## config.mk

```make
export PLATFORM = sky130hd
export DESIGN_NAME = rgb565_run_length_encoder_unit_flat
export DESIGN_NICKNAME = d
export VERILOG_FILES = /design/src/sv/rle565_pkg.sv /design/src/sv/rle565_pixel_if.sv /design/src/sv/rle565_word_if.sv /design/src/sv/rle565_core.sv /design/src/sv/rle565_out_queue.sv /design/src/sv/rgb565_run_length_encoder_unit.sv /design/src/flat_wrapper.sv
export SDC_FILE = /design/constraint.sdc
export NUM_CORES = 1
export LEC_CHECK = 0
export BUFFER_PORTS_ARGS = -buffer_cell sky130_fd_sc_hd__buf_2
export CAP_MARGIN = 10
export CORE_ASPECT_RATIO = 1.25
export CORE_UTILIZATION = 45
export CTS_CLUSTER_DIAMETER = 50
export DETAILED_ROUTE_END_ITERATION = 12
export GPL_TIMING_DRIVEN = 0
export SLEW_MARGIN = 20
export SYNTH_ARGS = -nofsm -noshare
export SYNTH_HDL_FRONTEND = slang
export SYNTH_HIERARCHICAL = 1
export SYNTH_SLANG_ARGS = --single-unit
export TNS_END_PERCENT = 20
```

## constraint.sdc

```tcl
create_clock -name clock -period 9.15 [get_ports clock]
set_clock_uncertainty 0.05 [all_clocks]
set_input_delay 1.83 -clock clock [delete_from_list [all_inputs] [get_ports clock]]
set_output_delay 1.83 -clock clock [all_outputs]
set_load 0.05 [all_outputs]
```

## src/sv/rle565_pkg.sv

```systemverilog
package rle565_pkg;

   // Field widths
   localparam int unsigned ChannelWidth = 8;
   localparam int unsigned WordWidth    = 16;

   // Output queue depth: room for two words whenever at most one is held
   localparam int unsigned QueueDepth = 3;
   localparam int unsigned QueueIndexWidth = $clog2(QueueDepth);
   localparam int unsigned QueueCountWidth = $clog2(QueueDepth + 1);

   // Rounding constants of the 8-bit to 5/6-bit conversion
   localparam logic [7:0]  RedBlueScale  = 8'd249;
   localparam logic [15:0] RedBlueOffset = 16'd1014;
   localparam logic [7:0]  GreenScale    = 8'd253;
   localparam logic [15:0] GreenOffset   = 16'd505;
   localparam logic [5:0]  GreenMask     = 6'h3F;
   localparam logic [4:0]  RedBlueMask   = 5'h1F;

   // Run counter limit: a count that reaches it is flushed at once
   localparam logic [WordWidth-1:0] CountLimit = 16'hFFFF;

   // Mode register values
   localparam logic ModeRaw = 1'b0;
   localparam logic ModeRun = 1'b1;

   // Word kinds
   localparam logic KindColour = 1'b0;
   localparam logic KindCount  = 1'b1;

   typedef logic [WordWidth-1:0] word_type;

   typedef struct packed {
      logic [ChannelWidth-1:0] red;
      logic [ChannelWidth-1:0] green;
      logic [ChannelWidth-1:0] blue;
      logic                    final_pixel;
   } pixel_type;

   typedef struct packed {
      word_type word;
      logic     word_kind;
      logic     end_of_burst;
   } result_type;

   // Words pushed into the output queue for one processed item
   typedef struct packed {
      logic [1:0] count;
      result_type first;
      result_type second;
   } push_type;

   // Output queue status seen by the encoder core
   typedef struct packed {
      logic                       room;
      logic [QueueCountWidth-1:0] fill;
   } queue_status_type;

   // Round an 8-bit RGB pixel to an RGB565 colour word
   function automatic word_type to_rgb565(input logic [ChannelWidth-1:0] red,
                                          input logic [ChannelWidth-1:0] green,
                                          input logic [ChannelWidth-1:0] blue);
      logic [15:0] red_sum;
      logic [15:0] green_sum;
      logic [15:0] blue_sum;
      red_sum   = {8'd0, red} * {8'd0, RedBlueScale} + RedBlueOffset;
      green_sum = {8'd0, green} * {8'd0, GreenScale} + GreenOffset;
      blue_sum  = {8'd0, blue} * {8'd0, RedBlueScale} + RedBlueOffset;
      return {red_sum[15:11] & RedBlueMask, green_sum[15:10] & GreenMask,
              blue_sum[15:11] & RedBlueMask};
   endfunction

endpackage

```

## src/sv/rle565_pixel_if.sv

```systemverilog
interface rle565_pixel_if import rle565_pkg::*; ();
   logic      valid;
   logic      ready;
   pixel_type payload;

   modport source (output valid, output payload, input ready);
   modport sink (input valid, input payload, output ready);
endinterface

```

## src/sv/rle565_word_if.sv

```systemverilog
interface rle565_word_if import rle565_pkg::*; ();
   logic       valid;
   logic       ready;
   result_type payload;

   modport source (output valid, output payload, input ready);
   modport sink (input valid, input payload, output ready);
endinterface

```

## src/sv/rle565_core.sv

```systemverilog
module rle565_core import rle565_pkg::*; (
   input  logic             clock,
   input  logic             reset,
   input  logic             pixel_valid,
   output logic             pixel_ready,
   input  pixel_type        pixel,
   input  logic             csr_write_enable,
   input  logic             csr_write_data,
   input  queue_status_type status,
   output push_type         push
);

   logic      mode_ff, mode_in;
   logic      held_ff, held_in;
   pixel_type pixel_ff;
   word_type  previous_ff, previous_in;
   word_type  count_ff, count_in;
   logic      first_ff, first_in;

   logic       fire;
   word_type   colour;
   word_type   count_next;
   word_type   increment;
   logic       same;
   logic [1:0] emitted;
   result_type slot [2];

   // Process the held item when the queue has room for two words
   assign fire        = held_ff && status.room;
   assign pixel_ready = !held_ff || status.room;

   assign colour    = to_rgb565(pixel_ff.red, pixel_ff.green, pixel_ff.blue);
   assign same      = (colour == previous_ff);
   assign increment = WordWidth'({1'b0, count_ff} + 17'd1);

   // Decide the words of this item and the next run state
   always_comb begin
      previous_in = previous_ff;
      first_in    = first_ff;
      count_next  = count_ff;
      emitted     = 2'd0;
      slot[0]     = '{word: colour, word_kind: KindColour, end_of_burst: 1'b0};
      slot[1]     = '{word: colour, word_kind: KindColour, end_of_burst: 1'b0};
      if (mode_ff == ModeRaw) begin
         emitted = 2'd1;
      end else begin
         if (first_ff) begin
            emitted  = 2'd1;
            first_in = 1'b0;
         end else if (count_ff == '0) begin
            if (same) begin
               count_next = WordWidth'(1);
            end
            emitted = 2'd1;
         end else if (same) begin
            if (increment == CountLimit) begin
               slot[0]    = '{word: CountLimit, word_kind: KindCount, end_of_burst: 1'b0};
               emitted    = 2'd1;
               count_next = '0;
            end else begin
               count_next = increment;
            end
         end else begin
            slot[0]    = '{word: count_ff, word_kind: KindCount, end_of_burst: 1'b0};
            emitted    = 2'd2;
            count_next = '0;
         end
         previous_in = colour;
         // Flush an open run on the last pixel of the image
         if (pixel_ff.final_pixel) begin
            if (count_next != '0 && emitted != 2'd2) begin
               if (emitted == 2'd0) begin
                  slot[0] = '{word: count_next, word_kind: KindCount, end_of_burst: 1'b0};
                  emitted = 2'd1;
               end else begin
                  slot[1] = '{word: count_next, word_kind: KindCount, end_of_burst: 1'b0};
                  emitted = 2'd2;
               end
            end
            count_next = '0;
            first_in   = 1'b1;
         end
      end
      // Mark the last word of the burst
      if (emitted == 2'd1) begin
         slot[0].end_of_burst = 1'b1;
      end
      if (emitted == 2'd2) begin
         slot[1].end_of_burst = 1'b1;
      end
   end

   assign count_in = count_next;

   assign push.count  = fire ? emitted : 2'd0;
   assign push.first  = slot[0];
   assign push.second = slot[1];

   // Hold the input item until it is processed
   always_comb begin
      held_in = held_ff;
      if (fire) begin
         held_in = 1'b0;
      end
      if (pixel_valid && pixel_ready) begin
         held_in = 1'b1;
      end
      mode_in = csr_write_enable ? csr_write_data : mode_ff;
   end

   always_ff @(posedge clock) begin
      if (reset) begin
         mode_ff     <= ModeRun;
         held_ff     <= 1'b0;
         previous_ff <= '0;
         count_ff    <= '0;
         first_ff    <= 1'b1;
      end else begin
         mode_ff <= mode_in;
         held_ff <= held_in;
         if (fire) begin
            previous_ff <= previous_in;
            count_ff    <= count_in;
            first_ff    <= first_in;
         end
      end
   end

   always_ff @(posedge clock) begin
      if (pixel_valid && pixel_ready) begin
         pixel_ff <= pixel;
      end
   end

endmodule

```

## src/sv/rle565_out_queue.sv

```systemverilog
module rle565_out_queue import rle565_pkg::*; (
   input  logic             clock,
   input  logic             reset,
   input  push_type         push,
   output queue_status_type status,
   output logic             result_valid,
   input  logic             result_ready,
   output result_type       result
);

   result_type                 entry_ff [QueueDepth];
   result_type                 entry_in [QueueDepth];
   logic [QueueCountWidth-1:0] fill_ff, fill_in;
   logic                       pop;
   logic [QueueCountWidth-1:0] base;
   logic [QueueCountWidth-1:0] base_next;

   assign result_valid = (fill_ff != '0);
   assign result       = entry_ff[0];
   assign pop          = result_valid && result_ready;

   assign status.room = (fill_ff <= QueueCountWidth'(QueueDepth - 2));
   assign status.fill = fill_ff;

   assign base      = fill_ff - QueueCountWidth'(pop);
   assign base_next = base + QueueCountWidth'(1);

   // Advance the queue on a pop, then append the pushed words
   always_comb begin
      for (int i = 0; i < QueueDepth; i++) begin
         entry_in[i] = entry_ff[i];
      end
      if (pop) begin
         for (int i = 0; i < QueueDepth - 1; i++) begin
            entry_in[i] = entry_ff[i + 1];
         end
      end
      if (push.count != 2'd0 && base < QueueCountWidth'(QueueDepth)) begin
         entry_in[base[QueueIndexWidth-1:0]] = push.first;
      end
      if (push.count == 2'd2 && base_next < QueueCountWidth'(QueueDepth)) begin
         entry_in[base_next[QueueIndexWidth-1:0]] = push.second;
      end
      fill_in = base + QueueCountWidth'(push.count);
   end

   always_ff @(posedge clock) begin
      if (reset) begin
         fill_ff <= '0;
      end else begin
         fill_ff <= fill_in;
      end
   end

   always_ff @(posedge clock) begin
      for (int i = 0; i < QueueDepth; i++) begin
         entry_ff[i] <= entry_in[i];
      end
   end

endmodule

```

## src/sv/rgb565_run_length_encoder_unit.sv

```systemverilog
// RGB565 run-length encoder. Each req item is one 8-bit RGB pixel, rounded to an
// RGB565 colour; each rsp item is a colour word (word_kind 0) or a run count word
// (word_kind 1), with end_of_burst on the last word a pixel causes. csr_write_data
// selects raw mode (0, one colour word per pixel) or run mode (1, the reset value);
// write it only while the block is idle. The block takes one pixel per cycle unless
// stalled: a pixel is registered, encoded once the queue has room for two words, and
// its words enter a three-entry output queue. A pixel that yields two words can hold
// up the next pixel, since the queue drains one word per cycle; a pixel inside a run
// yields none. Backpressure on rsp stalls req once the queue holds two words and a
// pixel is waiting to be encoded.
module rgb565_run_length_encoder_unit import rle565_pkg::*; (
   input  logic          clock,
   input  logic          reset,
   rle565_pixel_if.sink  req,
   rle565_word_if.source rsp,
   input  logic          csr_write_enable,
   input  logic          csr_write_data
);

   push_type         push;
   queue_status_type status;

   // Encode pixels against the run state
   rle565_core core_u (
      .clock            (clock),
      .reset            (reset),
      .pixel_valid      (req.valid),
      .pixel_ready      (req.ready),
      .pixel            (req.payload),
      .csr_write_enable (csr_write_enable),
      .csr_write_data   (csr_write_data),
      .status           (status),
      .push             (push)
   );

   // Buffer result words towards the sink
   rle565_out_queue queue_u (
      .clock        (clock),
      .reset        (reset),
      .push         (push),
      .status       (status),
      .result_valid (rsp.valid),
      .result_ready (rsp.ready),
      .result       (rsp.payload)
   );

   // Queue never overfills
   assert property (@(posedge clock) disable iff (reset)
      status.fill <= QueueCountWidth'(QueueDepth))
      else $error("output queue overfilled");

   // Words are only pushed when there is room for two
   assert property (@(posedge clock) disable iff (reset)
      push.count != 2'd0 |-> status.room)
      else $error("push without room");

   // At most two words per pixel
   assert property (@(posedge clock) disable iff (reset)
      push.count != 2'd3)
      else $error("more than two words for one pixel");

   // A run count word is never zero
   assert property (@(posedge clock) disable iff (reset)
      rsp.valid && rsp.payload.word_kind == KindCount |-> rsp.payload.word != '0)
      else $error("zero run count emitted");

endmodule

```

## src/flat_wrapper.sv

```systemverilog
// flat-port wrapper written by rule: the top's interface ports become plain ports
module rgb565_run_length_encoder_unit_flat import rle565_pkg::*;
  (clock, reset, csr_write_enable, csr_write_data, req_valid, req_payload, req_ready, rsp_valid, rsp_payload, rsp_ready);
  rle565_pixel_if req_i ();
  rle565_word_if rsp_i ();
  input  logic clock;
  input  logic reset;
  input  logic csr_write_enable;
  input  logic csr_write_data;
  input wire logic [$bits(req_i.valid)-1:0] req_valid;
  input wire logic [$bits(req_i.payload)-1:0] req_payload;
  output wire logic [$bits(req_i.ready)-1:0] req_ready;
  output wire logic [$bits(rsp_i.valid)-1:0] rsp_valid;
  output wire logic [$bits(rsp_i.payload)-1:0] rsp_payload;
  input wire logic [$bits(rsp_i.ready)-1:0] rsp_ready;
  assign req_i.valid = req_valid;
  assign req_i.payload = req_payload;
  assign req_ready = req_i.ready;
  assign rsp_valid = rsp_i.valid;
  assign rsp_payload = rsp_i.payload;
  assign rsp_i.ready = rsp_ready;
  rgb565_run_length_encoder_unit u_core (.clock(clock), .reset(reset), .req(req_i), .rsp(rsp_i), .csr_write_enable(csr_write_enable), .csr_write_data(csr_write_data));
endmodule
```

==> impl_metrics.ini <==
[yosys]
syn_area_um2 = 11800
syn_nets = 1579
muxShareOfSynthArea = 0.0492
synth_compound_area_frac = 0.188
synth-simple-area-share = 0.172
ys_seq_area_frac = 0.218
ys_warn_count = 6
postSynthCellCount = 1366
avgSynthCellArea_um2 = 8.64
synth-xor-area-share = 0.0484
synthDistinctLibCells = 94
synth_edf_count = 25
synth_async_sr_flop_share = 0
synth_ff_type = dfxtp_1
synthAdderAreaFrac = 0.235
ys_seq_elements = 116
synth_top_family_by_area = adder cells

[clock_tree]
cts-root-buf = clkbuf_16
cts_resized = 0
cts_tree = built
clock-sinks = 116
clk_latency_ns = 0.43
cts_buffers = 17
clk_pin_slew_ns = 0.05
postCtsHoldBufs = 0
post_cts_buffers = 0
htreeDepth = 4
cts_buffer_depth = 2

[hold_path]
hp-start = u_core/core_u/previous_ff[5]
min_path_cells = 2
min_to = u_core/core_u/previous_ff[5]
min_path_type = reg -> reg

[global_routing]
grt_pass1_vias = 10400
antenna_found_initial = 0
track_usage = 0.261
grt_max_degree = 26
grt_first_pass_wirelength_um = 54600
grt_overflow = 0

[sta]
final.setup.worst_slack_ns = 0.441
setup_violations = 0
final-max-slew-violation-count = 0
rsz0062_at_grt = no
maxSlewHeadroom = 0.260
fin_crit_sh = 0.952
tightest_slew_ns = 1.10
setup_tns_ns = 0
finalCriticalPeriod_ns = 8.71
finalHoldViolCount = 0
fmax_mhz = 115

[power]
p_sw_frac = 0.482
ir_worst_vdd_v = 0.000127
power_mw = 4.04
clockPowerShare = 0.172
p_int_mw = 2.09
pwr-share-comb = 0.651
p_leak_nw = 5.81
switching_power_mw = 1.95
seq_power_share = 0.176
power_per_cell_area_nw_per_um2 = 308

[layout]
synthToLayoutAreaGrowth_pct = 10.9
fillerInstances = 2494
drive_gt1_frac = 0.122
regArea_um2 = 2570
diodes = 0
multi_input_area_um2 = 8180
fin_nets = 1648

[drt]
vias_per_cell = 5.75
ant_nets = 0
firstDrtPassIters = 6
wirelength_um = 34000
drt-initial-drc-count = 892
avgRoutedWirePerCell_um = 19.1
route.detailed.drc = 0
vias = 10200

[setup_path]
arrival_ns = 8.95
cp_slowest_cell = fa_1
reg2reg_depth = 25
worstPathRequired_ns = 9.40
worst_path_most_repeated_cell = fa_1
cp-start-kind = flop
criticalPathCategory = reg -> reg
r2r_slack_ns = 0.44
critical_path_buf_inv_count = 6
crit_family = adder cells
timing.rr.start = u_core/core_u/pixel_ff[20]
worstPathMaxFanout = 10
crit_start = u_core/core_u/pixel_ff[20]
end_kind = flop
crit_path_max_incr_delay_ns = 0.57
r2r-end = u_core/queue_u/entry_ff[0][21]

[job]
max_cap_viol_count = 0

[placement]
post-dp-hpwl_um = 26300
gp_congestion = 0.990
pre_cts_ws_ns = 0.386
port_buffers = 49

[outcome]
status = complete, no violations

[floorplanning]
die_w_um = 147
ios = 51
row_count = 65
dieArea_um2 = 26900
die_height_um = 183
start_util = 0.462
core_um2 = 25500
## routing by layer
metal / part of all wire / track usage / vias to the layer above
li1: - / - / 4945
met1: 0.41 / 0.303 / 4894
met2: 0.50 / 0.461 / 319
met3: 0.046 / 0.0381 / 88
met4: 0.045 / 0.141 / 0
met5: 0 / 0 / -
## state kept, by name, indices dropped and copies added (netlist names)
signal	cells
u_core/core_u/held_ff	1
u_core/queue_u/entry_ff	54
u_core/core_u/previous_ff	16
u_core/core_u/mode_ff	1
u_core/core_u/first_ff	1
u_core/queue_u/fill_ff	2
u_core/core_u/pixel_ff	25
u_core/core_u/count_ff	16
## per-stage QoR
stage	hold slack [ns]	utilization	std cells	area [um^2]
6_report	0.406	0.513	1782	13100
3_5_place_dp	0.402	0.489	1751	12500
2_1_floorplan	0.387	-	1366	11800
4_1_cts	0.409	0.513	1782	13100
3_3_place_gp	0.394	0.488	1750	12500
5_1_grt	0.432	0.513	1782	13100
## synth_stat cells, types with 11 or more instances
cell type | number | area, um^2
nand2_1 | 153 | 574
inv_1 | 133 | 499
ha_1 | 116 | 1450
dfxtp_1 | 91 | 1820
nor2_1 | 74 | 278
a21oi_1 | 69 | 345
o21ai_0 | 68 | 340
fa_1 | 66 | 1320
mux2i_1 | 49 | 490
clkbuf_1 | 48 | 180
and3_1 | 31 | 194
a21o_1 | 30 | 225
xnor2_1 | 29 | 254
edfxtp_1 | 25 | 751
buf_4 | 24 | 180
nand3_1 | 23 | 115
o21ai_1 | 20 | 100
a211oi_1 | 19 | 143
xor2_1 | 18 | 158
nand4_1 | 14 | 87.6
nor3_1 | 14 | 70.1
nor4_1 | 14 | 87.6
a221oi_1 | 13 | 114
buf_2 | 12 | 60.1
o22ai_1 | 12 | 75.1
nor2b_1 | 11 | 68.8
## cell type report
type                    count  share of cell area
multi-input cells        1021               0.625
flip-flops and latches    116               0.196
plain buffers              93              0.0414
inverters                 136              0.0394
clock buffers              21              0.0368
well taps                 335              0.0320
repair buffers             50              0.0203
clock inverters            10             0.00917
## cell families (layout without fill, tap and decap cells)
logic type,after synthesis,in the layout
simple gates,405,405
compound gates,324,324
buf+inv,229,310
fa+ha+maj,182,182
flops,116,116
mux,56,56
xor+xnor,54,54
## power by group through the flow
stage / combinational [mW] / sequential (mW) / clock [mW]
after global placement: 2.60 / 0.720 / 0
after detailed placement: 2.61 / 0.720 / 0
after global routing: 2.90 / 0.726 / 0.728
final: 2.63 / 0.712 / 0.697
after floorplan: 1.96 / 0.699 / 0
after CTS: 2.63 / 0.711 / 0.712
## how the worst max path moves through the flow
| stage | to | depth (start not counted) |
|---|---|---|
| 6_report | u_core/queue_u/entry_ff[0][21] | 25 |
| 5_1_grt | u_core/queue_u/entry_ff[0][11] | 26 |
| 4_1_cts | u_core/queue_u/entry_ff[0][31] | 25 |
| 3_5_place_dp | u_core/queue_u/entry_ff[0][31] | 25 |
| 3_3_place_gp | u_core/queue_u/entry_ff[0][22] | 25 |
| 2_1_floorplan | u_core/queue_u/entry_ff[0][40] | 27 |
## worst register-to-register path, delay by kind of cell (launching register included)
kind | cells | cell delay [ns]
AO/OA/AOI/OAI | 6 | 2.21
AND/OR/NAND/NOR | 7 | 1.99
buffers and inverters | 6 | 1.07
multiplexers | 1 | 0.26
flip-flops | 1 | 0.51
adder cells (fa/ha/maj) | 5 | 2.51
## cells in the final DEF (no fill, tap or decap), types with 6 or more instances in the layout
cell and count:
a21o_1 30, nand4_1 14, nor3_1 14, buf_2 61, nor2_1 74, inv_1 133
edfxtp_1 25, a21oi_1 69, clkbuf_16 18, buf_6 7, nand2b_1 10, o21a_1 6
nor4_1 14, a31oi_1 7, nor4b_1 10, and3_1 31, mux2i_1 49, a22oi_1 6
ha_1 116, o22ai_2 10, fa_1 66, o21ai_1 20, nand3_1 23, clkbuf_1 47
o21ai_0 68, or3_1 6, nor2b_1 11, o22ai_1 12, a221oi_1 13, a211oi_1 19
or2_2 10, and4_1 7, nand2_1 153, dfxtp_1 91, xnor2_1 29, buf_4 24
xor2_1 18
Power figures use the tool's default switching activity.
